$ cat src/grayscale_window_min_max_filter_unit_macros.svh
// Assertion macros for the window min/max filter
`ifndef GRAYSCALE_WINDOW_MIN_MAX_FILTER_UNIT_MACROS_SVH
`define GRAYSCALE_WINDOW_MIN_MAX_FILTER_UNIT_MACROS_SVH
`ifndef SYNTHESIS
`define GWMM_ASSERT(lbl, cond, msg) \
  lbl: assert property (@(posedge clk) disable iff (rst) (cond)) else $error(msg);
`define GWMM_ASSERT_NEXT(lbl, ante, cons, msg) \
  lbl: assert property (@(posedge clk) disable iff (rst) (ante) |=> (cons)) else $error(msg);
`else
`define GWMM_ASSERT(lbl, cond, msg)
`define GWMM_ASSERT_NEXT(lbl, ante, cons, msg)
`endif
`endif

$ cat src/gwmm_pkg.sv
// Shared types, constants and helpers of the window min/max filter
`default_nettype none
package gwmm_pkg;
  localparam int MAX_WIDTH_DEF  = 1024;
  localparam int MAX_RADIUS_DEF = 3;
  localparam int PIX_W          = 8;
  localparam int CFG_W          = 11;
  localparam int CFG_IDX_W      = 2;
  localparam int RADIUS_W       = 2;
  localparam int MODE_W         = 2;

  localparam logic [CFG_IDX_W-1:0] REG_RADIUS = 2'd0;
  localparam logic [CFG_IDX_W-1:0] REG_MODE   = 2'd1;
  localparam logic [CFG_IDX_W-1:0] REG_WIDTH  = 2'd2;

  localparam logic [RADIUS_W-1:0] RADIUS_RESET = 2'd1;
  localparam logic [CFG_W-1:0]    WIDTH_RESET  = 11'd1024;

  localparam logic [MODE_W-1:0] MODE_EROSION  = 2'd0;
  localparam logic [MODE_W-1:0] MODE_DILATION = 2'd1;

  typedef logic [PIX_W-1:0] pixel_t;

  typedef struct packed {
    pixel_t pix;
    logic   last_run;
    logic   last_frame;
  } result_t;

  typedef struct packed {
    logic shift;
    logic clear;
  } col_ctrl_t;

  function automatic pixel_t pmin(pixel_t a, pixel_t b);
    return (a < b) ? a : b;
  endfunction

  function automatic pixel_t pmax(pixel_t a, pixel_t b);
    return (a > b) ? a : b;
  endfunction
endpackage
`default_nettype wire

$ cat src/gwmm_cell.sv
// One window column: holds the column minimum and maximum
`default_nettype none
module gwmm_cell (
  input  logic                clk,
  input  gwmm_pkg::col_ctrl_t ctrl,
  input  gwmm_pkg::pixel_t    in_min,
  input  gwmm_pkg::pixel_t    in_max,
  output gwmm_pkg::pixel_t    out_min,
  output gwmm_pkg::pixel_t    out_max
);
  gwmm_pkg::pixel_t cmin;
  gwmm_pkg::pixel_t cmax;

  // a new row starts with zero columns behind the first one
  always_ff @(posedge clk) begin
    if (ctrl.shift) begin
      if (ctrl.clear) begin
        cmin <= '0;
        cmax <= '0;
      end else begin
        cmin <= in_min;
        cmax <= in_max;
      end
    end
  end

  assign out_min = cmin;
  assign out_max = cmax;
endmodule
`default_nettype wire

$ cat src/gwmm_window.sv
// Row of column cells and the window reduction into result slots
`default_nettype none
module gwmm_window #(
  parameter int MAX_RADIUS = gwmm_pkg::MAX_RADIUS_DEF,
  parameter int RW         = $clog2(MAX_RADIUS + 1)
) (
  input  logic                                 clk,
  input  gwmm_pkg::col_ctrl_t                  ctrl,
  input  gwmm_pkg::pixel_t                     col_min,
  input  gwmm_pkg::pixel_t                     col_max,
  input  logic [RW-1:0]                        radius,
  input  logic [gwmm_pkg::MODE_W-1:0]          mode,
  output gwmm_pkg::pixel_t [MAX_RADIUS:0]      slot
);
  localparam int SPAN = 2 * MAX_RADIUS + 1;
  localparam int IW   = $clog2(SPAN);

  gwmm_pkg::pixel_t  cmin [SPAN];
  gwmm_pkg::pixel_t  cmax [SPAN];
  gwmm_pkg::pixel_t  pre  [SPAN];
  gwmm_pkg::pixel_t  full_min;
  gwmm_pkg::col_ctrl_t head_ctrl;
  logic [IW-1:0]     top_idx;

  // the head always takes the new column, even on a row start
  assign head_ctrl = '{shift: ctrl.shift, clear: 1'b0};
  assign top_idx   = IW'(2 * int'(radius));

  gwmm_cell u_head (
    .clk    (clk),
    .ctrl   (head_ctrl),
    .in_min (col_min),
    .in_max (col_max),
    .out_min(cmin[0]),
    .out_max(cmax[0])
  );

  for (genvar i = 1; i < SPAN; i++) begin : g_cell
    gwmm_cell u_cell (
      .clk    (clk),
      .ctrl   (ctrl),
      .in_min (cmin[i-1]),
      .in_max (cmax[i-1]),
      .out_min(cmin[i]),
      .out_max(cmax[i])
    );
  end

  always_comb begin
    full_min = '1;
    pre[0]   = cmax[0];
    for (int i = 0; i < SPAN; i++) begin
      if (i <= 2 * int'(radius)) begin
        full_min = gwmm_pkg::pmin(full_min, cmin[i]);
      end
      if (i > 0) begin
        pre[i] = gwmm_pkg::pmax(pre[i-1], cmax[i]);
      end
    end
  end

  // past the row end, zero columns enter: minimum is zero, maximum
  // covers the remaining real columns only
  always_comb begin
    unique case (mode)
      gwmm_pkg::MODE_EROSION:  slot[0] = full_min;
      gwmm_pkg::MODE_DILATION: slot[0] = pre[top_idx];
      default:                 slot[0] = '0;
    endcase
    for (int k = 1; k <= MAX_RADIUS; k++) begin
      if (mode == gwmm_pkg::MODE_DILATION && k <= int'(radius)) begin
        slot[k] = pre[top_idx - IW'(k)];
      end else begin
        slot[k] = '0;
      end
    end
  end
endmodule
`default_nettype wire
$ cat config.mk
export PLATFORM = sky130hd
export DESIGN_NAME = gwmm_window
export DESIGN_NICKNAME = d
export VERILOG_FILES = /design/src/grayscale_window_min_max_filter_unit_macros.svh /design/src/gwmm_pkg.sv /design/src/gwmm_cell.sv /design/src/gwmm_window.sv
export SDC_FILE = /design/constraint.sdc
export NUM_CORES = 1
export LEC_CHECK = 0
export BUFFER_PORTS_ARGS = -buffer_cell sky130_fd_sc_hd__buf_2
export CAP_MARGIN = 5
export CORE_UTILIZATION = 44
export CTS_BUF_LIST = sky130_fd_sc_hd__clkbuf_2
export DETAILED_ROUTE_END_ITERATION = 8
export PLACE_DENSITY = 0.65
export SYNTH_ARGS = -nofsm -noshare
export SYNTH_HDL_FRONTEND = slang
export SYNTH_HIERARCHICAL = 1
export SYNTH_SLANG_ARGS = --single-unit
$ cat constraint.sdc
create_clock -name clk -period 16.5 [get_ports clk]
set_clock_uncertainty 0.15 [all_clocks]
set_input_delay 1.65 -clock clk [delete_from_list [all_inputs] [get_ports clk]]
set_output_delay 1.65 -clock clk [all_outputs]
set_load 0.01 [all_outputs]
==> results_dict.tcl <==
set metrics [dict create \
    synth_edf_count 112 \
    start_util 0.4479 \
    grtUsageMet2 0.3810 \
    syn-instance-count 1081 \
    reg2reg_slack_ns 15.27 \
    dpl_worst_slack_ns 0.9094 \
    htreeDepth 3 \
    crit_slowest_cell "a211oi_1" \
    netlist.area_leader.share 0.3326 \
    post-route-min-period_ns 15.70 \
    crit_start "u_head/out_max[1]" \
    ioPinCount 55 \
    fp.dieArea_sq_mm 0.02359 \
    wl_per_cell_microns 21.11 \
    relSlewSlack 0.2510 \
    p_clk_frac 0.094 \
    die_x_microns 153.6 \
    grt_overflow_total 0 \
    grt_pass1_wl_mm 46.11 \
    status "complete, no violations" \
    swShare 0.5268 \
    dr.pass1.iters 6 \
    r2r_end "g_cell[4].u_cell/out_max[7]" \
    synth_area_sq_mm 0.01011 \
    cts_made_buffers 9 \
    r2r_cells 1 \
    cts_root_buffer "clkbuf_2" \
    place_hpwl_mm 22.53 \
    cp.arrival_ns 13.90 \
    vias_per_cell 6.081 \
    final.setup.tns_ns 0 \
    layout_commonest_cell "inv_1" \
    worst_slew_pin_slew_ns 1.121 \
    initialDrtViolationCount 850 \
    netSwitchingPower_w 0.0008397 \
    finalCritPeriodShare 0.9516 \
    nFillCells 2191 \
    crit_type "reg -> out" \
    crit_path_end "slot[2]" \
    yosysWarnings 6 \
    met3_usage 0.02988 \
    grt_pass1_vias 8059 \
    cts_max_path_buffers 2 \
    grt_use_met1 0.3830 \
    portBuffers 54 \
    worst_hold_path_type "reg -> reg" \
    synth_cell_types 75 \
    area_delta_synth_final_pct 6.583 \
    track_usage 0.2539 \
    vias 8598 \
    place.gp.congestion 0.9920 \
    antenna_found_initial 1 \
    insertion_delay_ns 0.73 \
    power_frac_comb 0.685 \
    hold_viol_final 0 \
    setup_viol 0 \
    clk_pin_slew_ns 0.39 \
    rows 55 \
    synth.avg_cell_area_sq_um 9.353 \
    crit_required_ns 14.70 \
    antenna_left 0 \
    synth_seq_area_share 0.3326 \
    drive_gt1_frac 0.1988 \
    ys_seq_elements 112 \
    power.share.sequential 0.221 \
    layout_common_cells "122 x inv_1, 112 x edfxtp_1, 93 x ha_1" \
    seq_area_sq_mm 0.003363 \
    die_h_microns 153.6 \
    core_area_sq_mm 0.02257 \
    p_leak_nw 4.581 \
    fin_ws_ns 0.7993 \
    grt_max_degree 67 \
    cts_tree "built" \
    p_int_w 0.0007544 \
    startpoint_type "flop" \
    wirelength_mm 29.85 \
    fin_nets 1238 \
    cp_max_fo 23 \
    worst_path_largest_cell_delay_ns 0.78 \
    maxCapViolations 0 \
    post-cts-setup-buffer-count 0 \
    powerDensity_mw_per_mm2 147.9 \
    slew_viol_final 0 \
    timing.fmax_ghz 0.06369 \
    yosysTopAreaCell "edfxtp_1" \
    grt-busiest-layer "met1" \
    multi_input_area_sq_mm 0.006078 \
    synth_ff_type "edfxtp_1" \
    synthArstFlopShare 0 \
    cts_sinks 112 \
    hp-start "g_cell[5].u_cell/out_min[2]" \
    endpoint_kind "output pin" \
    ir_worst_vdd_mv 0.1208 \
    rsz0062_at_grt "false" \
    remaining_drc_errors 0 \
    worstReg2RegStart "g_cell[3].u_cell/out_max[7]" \
    synth_area_leaders "edfxtp_1 33%, ha_1 12%, inv_1 4.5%, nor2b_2 4.2%, a21oi_1 3.9%" \
]
-- area by class of cell --
cell class	instances	share of cell area
antenna	2	0.0004644
clock buffer	9	0.004180
clock inverter	7	0.008127
inverter	123	0.04319
multi-input combinational	809	0.5640
sequential	112	0.3121
tap	285	0.03309
timing repair buffer	67	0.03483
-- cells in the mapped netlist (10+ instances only) --
cell type and n:
nand2_1 58, a21oi_1 78, nor3_1 10, ha_1 93
clkbuf_1 25, edfxtp_1 112, o211ai_1 21, a221o_1 14
o21a_1 23, o221ai_1 14, nor2b_2 49, a21o_1 25
and2_1 21, a211oi_1 17, and2b_2 42, mux2i_1 12
and3_1 12, nor2b_1 30, nand3_1 32, inv_1 122
nor2_1 55, o21ai_0 60
-- power groups by stage --
stage | sequential (W) | combinational [W] | clock (W)
after global routing | 0.000355 | 0.00119 | 0.000163
after global placement | 0.000358 | 0.00106 | 0
final | 0.000352 | 0.00109 | 0.000150
after floorplan | 0.000349 | 0.000767 | 0
after detailed placement | 0.000358 | 0.00106 | 0
after CTS | 0.000352 | 0.00106 | 0.000154
-- how the worst min path moves through the flow --
stage          cells past startpoint                     endpoint  slack, ns
3_3_place_gp                       1  g_cell[6].u_cell/out_min[7]       0.40
4_1_cts                            1  g_cell[6].u_cell/out_min[2]       0.45
6_report                           1  g_cell[6].u_cell/out_min[2]       0.44
5_1_grt                            1  g_cell[6].u_cell/out_min[2]       0.49
3_5_place_dp                       1  g_cell[6].u_cell/out_min[1]       0.41
2_1_floorplan                      1  g_cell[6].u_cell/out_min[1]       0.39
-- worst max-delay path, delay by kind of cell (launching register included) --
kind / cells / cell delay (ns)
buffers and inverters: 4 / 0.51
AND/OR/NAND/NOR: 13 / 2.77
adder cells (fa/ha/maj): 6 / 1.79
flip-flops: 1 / 0.60
AO/OA/AOI/OAI: 23 / 7.51
-- sequential cells by signal (all words and copies together) (netlist names) --
register               flops
g_cell.u_cell/out_max     48
g_cell.u_cell/out_min     48
u_head/out_max             8
u_head/out_min             8
-- layer usage --
metal | wire, microns | part of all wire | vias up
met4 | 545 | 0.018 | 0
met3 | 2222 | 0.074 | 27
met5 | 0 | 0 | -
met2 | 12870 | 0.43 | 363
li1 | - | - | 4084
met1 | 14210 | 0.48 | 4124
-- cell families after synthesis --
group | after synthesis | share of synthesized area
fa+ha+maj | 93 | 0.1151
compound gates | 352 | 0.2547
buf+inv | 166 | 0.06955
mux | 27 | 0.03230
simple gates | 330 | 0.1954
other cells | 1 | 0.0003709
flops | 112 | 0.3326
-- through the flow --
| step | util | area, sq um | hold WS [ns] | instances | total power (W) |
|---|---|---|---|---|---|
| floorplan | - | 10130 | 0.3859 | 1087 | 0.001116 |
| global placement | 0.4709 | 10630 | 0.3999 | 1396 | 0.001416 |
| detailed placement | 0.4709 | 10630 | 0.4082 | 1396 | 0.001417 |
| CTS | 0.4768 | 10760 | 0.4486 | 1412 | 0.001570 |
| global route | 0.4774 | 10780 | 0.4868 | 1414 | 0.001704 |
| finish | 0.4774 | 10780 | 0.4435 | 1414 | 0.001594 |
-- timing repair --
action                     in CTS  in global routing
hold buffers                    0                  0
resized for setup               0                  4
setup endpoints to repair       0                  8
(Power assumes the default switching activity.)
